[src/sv/lpsu_pkg.sv]
`timescale 1ns / 1ps
// ----------------------------------------------------------------------------
// Latency percentile statistics package
// Shared constants, register codes and the controller/datapath link types.
// ----------------------------------------------------------------------------
package lpsu_pkg;

    localparam int MAX_SAMPLES_DEF = 1024;
    localparam int SAMPLE_BITS_DEF = 32;

    localparam int RATIO_W   = 17;
    localparam int FRAC_W    = 16;
    localparam int OUT_W     = 32;
    localparam int IN_W      = 32;
    localparam int COUNT_W   = 11;
    localparam int CFG_IDX_W = 1;

    localparam logic [CFG_IDX_W-1:0] CFG_FIRST_RATIO  = 1'd0;
    localparam logic [CFG_IDX_W-1:0] CFG_SECOND_RATIO = 1'd1;

    localparam logic [RATIO_W-1:0] FIRST_RATIO_RST  = 17'd32768;
    localparam logic [RATIO_W-1:0] SECOND_RATIO_RST = 17'd62259;

    // Commands from the controller to the datapath.
    typedef struct packed {
        logic accept;     // sample channel may take a beat
        logic sort_start; // outer sort index to one
        logic sort_read;  // fetch the next key
        logic sort_key;   // latch the key, fetch its left neighbour
        logic sort_shift; // move a larger entry one place right
        logic sort_place; // drop the key into its slot
        logic div_start;
        logic div_step;
        logic pct_mul;
        logic pct_ra;
        logic pct_rb;
        logic pct_rc;
        logic pct_add;
        logic max_rd;
        logic max_lat;
        logic res_load;
    } t_cmd;

    // Status from the datapath to the controller.
    typedef struct packed {
        logic acc_last;
        logic sort_done;
        logic j_one;
        logic gt;
        logic div_done;
        logic n_zero;
        logic pct_second;
        logic out_busy;
    } t_sts;

endpackage

[src/sv/lpsu_ctrl.sv]
`timescale 1ns / 1ps
// ----------------------------------------------------------------------------
// Statistics controller
// Sequences loading, the in-place insertion sort, division and percentiles.
// ----------------------------------------------------------------------------
module lpsu_ctrl (
    input  logic           i_clk,
    input  logic           i_rst_n,
    input  lpsu_pkg::t_sts i_sts,
    output lpsu_pkg::t_cmd o_cmd
);
    localparam logic [3:0] ST_IDLE = 4'd0;
    localparam logic [3:0] ST_SI   = 4'd1;
    localparam logic [3:0] ST_SK   = 4'd2;
    localparam logic [3:0] ST_SC   = 4'd3;
    localparam logic [3:0] ST_SP   = 4'd4;
    localparam logic [3:0] ST_DIV  = 4'd5;
    localparam logic [3:0] ST_PMUL = 4'd6;
    localparam logic [3:0] ST_PRA  = 4'd7;
    localparam logic [3:0] ST_PRB  = 4'd8;
    localparam logic [3:0] ST_PRC  = 4'd9;
    localparam logic [3:0] ST_PAD  = 4'd10;
    localparam logic [3:0] ST_MXA  = 4'd11;
    localparam logic [3:0] ST_MXB  = 4'd12;
    localparam logic [3:0] ST_DONE = 4'd13;

    logic [3:0] r_state;
    logic [3:0] n_state;

    always_ff @(posedge i_clk) begin
        if (!i_rst_n) begin
            r_state <= ST_IDLE;
        end else begin
            r_state <= n_state;
        end
    end

    always_comb begin
        n_state = r_state;
        o_cmd   = '0;
        unique case (r_state)
            ST_IDLE: begin
                o_cmd.accept = 1'b1;
                if (i_sts.acc_last) begin
                    o_cmd.sort_start = 1'b1;
                    n_state = ST_SI;
                end
            end
            ST_SI: begin
                if (i_sts.sort_done) begin
                    if (i_sts.n_zero) begin
                        n_state = ST_DONE;
                    end else begin
                        o_cmd.div_start = 1'b1;
                        n_state = ST_DIV;
                    end
                end else begin
                    o_cmd.sort_read = 1'b1;
                    n_state = ST_SK;
                end
            end
            ST_SK: begin
                o_cmd.sort_key = 1'b1;
                n_state = ST_SC;
            end
            ST_SC: begin
                if (i_sts.gt) begin
                    o_cmd.sort_shift = 1'b1;
                    if (i_sts.j_one) begin
                        n_state = ST_SP;
                    end
                end else begin
                    n_state = ST_SP;
                end
            end
            ST_SP: begin
                o_cmd.sort_place = 1'b1;
                n_state = ST_SI;
            end
            ST_DIV: begin
                if (i_sts.div_done) begin
                    n_state = ST_PMUL;
                end else begin
                    o_cmd.div_step = 1'b1;
                end
            end
            ST_PMUL: begin
                o_cmd.pct_mul = 1'b1;
                n_state = ST_PRA;
            end
            ST_PRA: begin
                o_cmd.pct_ra = 1'b1;
                n_state = ST_PRB;
            end
            ST_PRB: begin
                o_cmd.pct_rb = 1'b1;
                n_state = ST_PRC;
            end
            ST_PRC: begin
                o_cmd.pct_rc = 1'b1;
                n_state = ST_PAD;
            end
            ST_PAD: begin
                o_cmd.pct_add = 1'b1;
                n_state = i_sts.pct_second ? ST_MXA : ST_PMUL;
            end
            ST_MXA: begin
                o_cmd.max_rd = 1'b1;
                n_state = ST_MXB;
            end
            ST_MXB: begin
                o_cmd.max_lat = 1'b1;
                n_state = ST_DONE;
            end
            ST_DONE: begin
                if (!i_sts.out_busy) begin
                    o_cmd.res_load = 1'b1;
                    n_state = ST_IDLE;
                end
            end
            default: begin
                n_state = ST_IDLE;
            end
        endcase
    end
endmodule

[config.mk]
export PLATFORM = sky130hd
export DESIGN_NAME = lpsu_ctrl
export DESIGN_NICKNAME = d
export VERILOG_FILES = /design/src/sv/lpsu_pkg.sv /design/src/sv/lpsu_ctrl.sv
export SDC_FILE = /design/constraint.sdc
export NUM_CORES = 1
export LEC_CHECK = 0
export ABC_AREA = 1
export BUFFER_PORTS_ARGS = -buffer_cell sky130_fd_sc_hd__buf_4
export CAP_MARGIN = 20
export CORE_AREA = 5 5 42 44
export DETAILED_ROUTE_END_ITERATION = 6
export DIE_AREA = 0 0 47 49
export GPL_TIMING_DRIVEN = 0
export PLACE_DENSITY = 0.64
export SYNTH_ARGS = -nofsm -noshare
export SYNTH_HDL_FRONTEND = slang
export SYNTH_SLANG_ARGS = --single-unit
[constraint.sdc]
create_clock -name i_clk -period 1.14 [get_ports i_clk]
set_input_delay 0.228 -clock i_clk [delete_from_list [all_inputs] [get_ports i_clk]]
set_output_delay 0.228 -clock i_clk [all_outputs]
set_load 0.01 [all_outputs]
==> impl_summary.md <==
Run status
The final reports fail on setup timing. The flow ran to the end, but the final reports show violations.

Drt
The number of iterations in the first detailed-routing pass is 4. The detailed-route wire length per cell is approximately 14 um. The mean number of vias per cell is just over 5.

The via count is a little over 700. The final routed wirelength across all metal layers is ~2000 um. The post-detailed-route DRC marker count is 0. The violation count after the first detailed-routing iteration is 11. The post-detailed-route count of antenna-violating nets is 0.

Timing
Headroom to the max-slew limit came out at 0.818. Once routing completed, OpenROAD measured the worst setup slack at -0.272 ns. Of the available clock period, the critical path in the final layout requires 1.24.

The routed design could run at a clock period as short as between 1 and 1.5 ns. The final count of negative-setup-slack endpoints is 20. Clock skew on the completed layout was measured at between 0.006 and 0.007 ns. Setup repair after global routing could not meet its margin everywhere.

The final number of max-transition violations came to 0. The transition time of the tightest slew-check pin is ~0.27 ns. The highest achievable clock rate is 0.708 GHz. The final hold violation count is 0.

Clocking
The total clock sinks is 4. For this design, the CTS-stage hold fixing added 0 buffers. The cell sitting at the root of the clock tree is a clkbuf_4. The clock-pin slew on the worst setup and hold paths is around 0.040 ns.

CTS built an H-tree with a depth of 1. The number of clock buffers added by TritonCTS is 3. The later pin in the worst-skew pair is clocked with a latency of 0.24 ns. The CTS tree is yes. The longest clock path from root to sink contains 2 buffers.

Power
The maximum resistive drop on vdd is 0.874 mV. Power spread over the standard cell area amounts to approximately 1000 nW/um^2. The leakage power figure is 0.524 nW.

GRT
Global routing finished with a remaining overflow of 0. The number of global-route vias before repair was between 500 and 600. The global routing usage summed across all routing layers is 0.141. The number of antenna violations at the first check in global routing is 0. The first global-routing pass estimated 2440 um of wire.

The pin count of the biggest net entering global routing is 7.

Synth
Of all flip-flops after synthesis, the portion carrying an async set or reset was 0. Of the total synthesized cell area, the portion taken by AND, OR, NAND and NOR gates is 0.566. The combinational family with the most area after synthesis is simple AND/OR/NAND/NOR gates. A synthesized cell averages around 5.2 sq um.

Of the post-synthesis cell area, the part taken by muxes is 0. The post-synthesis instance total is 87. The synthesized design spends more area on one cell type than any other, namely dfxtp_1. Of the total synthesized cell area, the portion taken by full adders, half adders and majority gates is 0.

The post-synth net total is just under 100. The area share of the leading cell type in the synthesized netlist is 0.177. The proportion of synthesized chip area in sequential cells is 0.177. The area fraction in compound gates after synthesis came to 0.0746.

The number of enable flip-flop cells after synthesis is 0. The fraction of synthesized cell area in xor and xnor cells is 0. Ranked by total cell area, the synthesized netlist is headed by dfxtp_1, nand2_1, inv_1. Counting instances in the post-synthesis netlist gives the leading cell types as nand2_1, inv_1, nor2_1.

The flip-flop cell with the highest count after synthesis is dfxtp_1. The number of different library cells used by synthesis comes to 16. Yosys printed 0 warnings. The most frequent cell after synthesis is nand2_1. In this run, synthesis produced a sequential element count of 4.

Summing every instance area after synthesis gives ~450 sq um.

Setup path
The slowest stage of the critical path is the dfxtp_4 cell. The critical path contains buffers and inverters numbering 3 combined. Of all nets on the critical path, the largest fanout is 5. The critical path's top delay family is simple AND/OR/NAND/NOR gates. The element type at the critical path end is a register. STA classifies the critical path startpoint as a register.

The startpoint-to-endpoint class of the critical path is reg -> reg. At the worst endpoint, the required time is about 1.3 ns. STA puts the critical path data arrival time at 1.57 ns. In this design, the stage delay of the slowest critical-path cell is 0.39 ns. The signal on the critical path passes through nor2_4, buf_4, buf_6, buf_6, nand3_2, nand3_4, nor2_4, nand2_1, a21oi_1.

Floorplan
The width of the die is 47 um. After floorplanning, the core was divided into 14 placement rows. The die is a little under 50 um tall. The floorplan step defined a core boundary enclosing 1400 sq um. For this configuration, the core starts out at a cell density of 0.323. The area enclosed by the die boundary is 2300 sq um.

For this design the top-level I/O count stands at 26.

Placement
Once detailed placement completed, the half-perimeter wirelength came to ~1100 um. At the end of routability-driven placement, the weighted congestion stood at between 0.8 and 0.9. The port buffer count is 25. The cell area after placement is ~670 sq um. Timing analysis after detailed placement gives a worst setup slack of -0.178 ns.

Worst hold path
The type of the most critical hold path is in -> reg.

Cells and area
The area of all placed cells without fillers is 965 sq um. The signed area change from the synthesized netlist to the final layout is 113%. The number of antenna diodes in the final layout is 0. At the end of the flow, the number of nets in the layout was 139. Of the cells placed in the final design, the portion with a size suffix greater than 1 is 0.638. The register with the most flip-flops in the layout has 4 of them.

The largest register by flop count is r_state. The largest registers in the layout are r_state (4).

Job
The number of max-cap violations is 0.
==> metrics by stage <==
step	util	TNS [ns]	cells	power [mW]	hold WS, ns
3_5_place_dp	0.475	-1.25	128	0.544	0.426
4_1_cts	0.572	-2.74	136	0.834	0.175
5_1_grt	0.688	-5.15	143	1.07	0.196
3_3_place_gp	0.475	-1.12	128	0.542	0.423
6_report	0.688	-3.89	143	1.01	0.183
2_1_floorplan	-	0	87	0.407	0.326
==> cell families after synthesis <==
logic type             after synthesis
AND/OR/NAND/NOR                     55
flip-flops                           4
buffers and inverters               22
AO/OA/AOI/OAI                        6
==> metal layers <==
layer	wire, um	share of wire	global-route usage
met1	785	0.40	0.184
met2	1060	0.53	0.215
met3	120	0.061	0.0480
met4	19	0.0096	0.0415
met5	0	0	0
==> final timing paths <==
kind	cells after the start	start	endpoint	slack (ns)
max	9	r_state[3]	r_state[1]	-0.27
min	3	i_rst_n	r_state[3]	0.18
max reg2reg	9	r_state[3]	r_state[1]	-0.27
min reg2reg	5	r_state[2]	r_state[1]	0.73
==> worst min-delay path, delay by kind of cell <==
kind | cells | cell delay, ns
AND/OR/NAND/NOR | 1 | 0.04
buffers and inverters | 2 | 0.13
==> power by group <==
part           total, mW  internal, mW  switching (mW)
registers          0.221         0.166          0.0550
clock network      0.178         0.118          0.0598
logic              0.614         0.290           0.324
total               1.01         0.574           0.439
==> cells in the final DEF (no fill, tap or decap) <==
cell type   n
a21oi_1     3
a21oi_2     1
buf_4      28
buf_6       9
clkbuf_4    3
dfxtp_4     4
inv_1      13
inv_2       6
inv_4       3
nand2_1    11
nand2_2     5
nand2_4     4
nand3_1     2
nand3_2     3
nand3_4     2
nand3b_1    1
nand4_1     2
nor2_1     12
nor2_2      3
nor2_4      7
nor3_2      2
nor3_4      1
o21ai_0     2
==> what timing repair did <==
action | 4_1_cts | 5_1_grt
resized for setup | 29 | 28
pin swaps | 7 | 13
setup buffers | 5 | 8
hold endpoints to repair | 0 | 0
setup endpoints to repair | 20 | 20
==> layout make-up <==
| cell class | instances | area (sq um) |
|---|---|---|
| Fill cell | 119 | 437 |
| Multi-Input combinational cell | 61 | 425 |
| Timing Repair Buffer | 37 | 312 |
| Sequential cell | 4 | 95.1 |
| Inverter | 22 | 90.1 |
| Clock buffer | 3 | 22.5 |
| Tap cell | 16 | 20.0 |
Power figures use the tool's default switching activity.
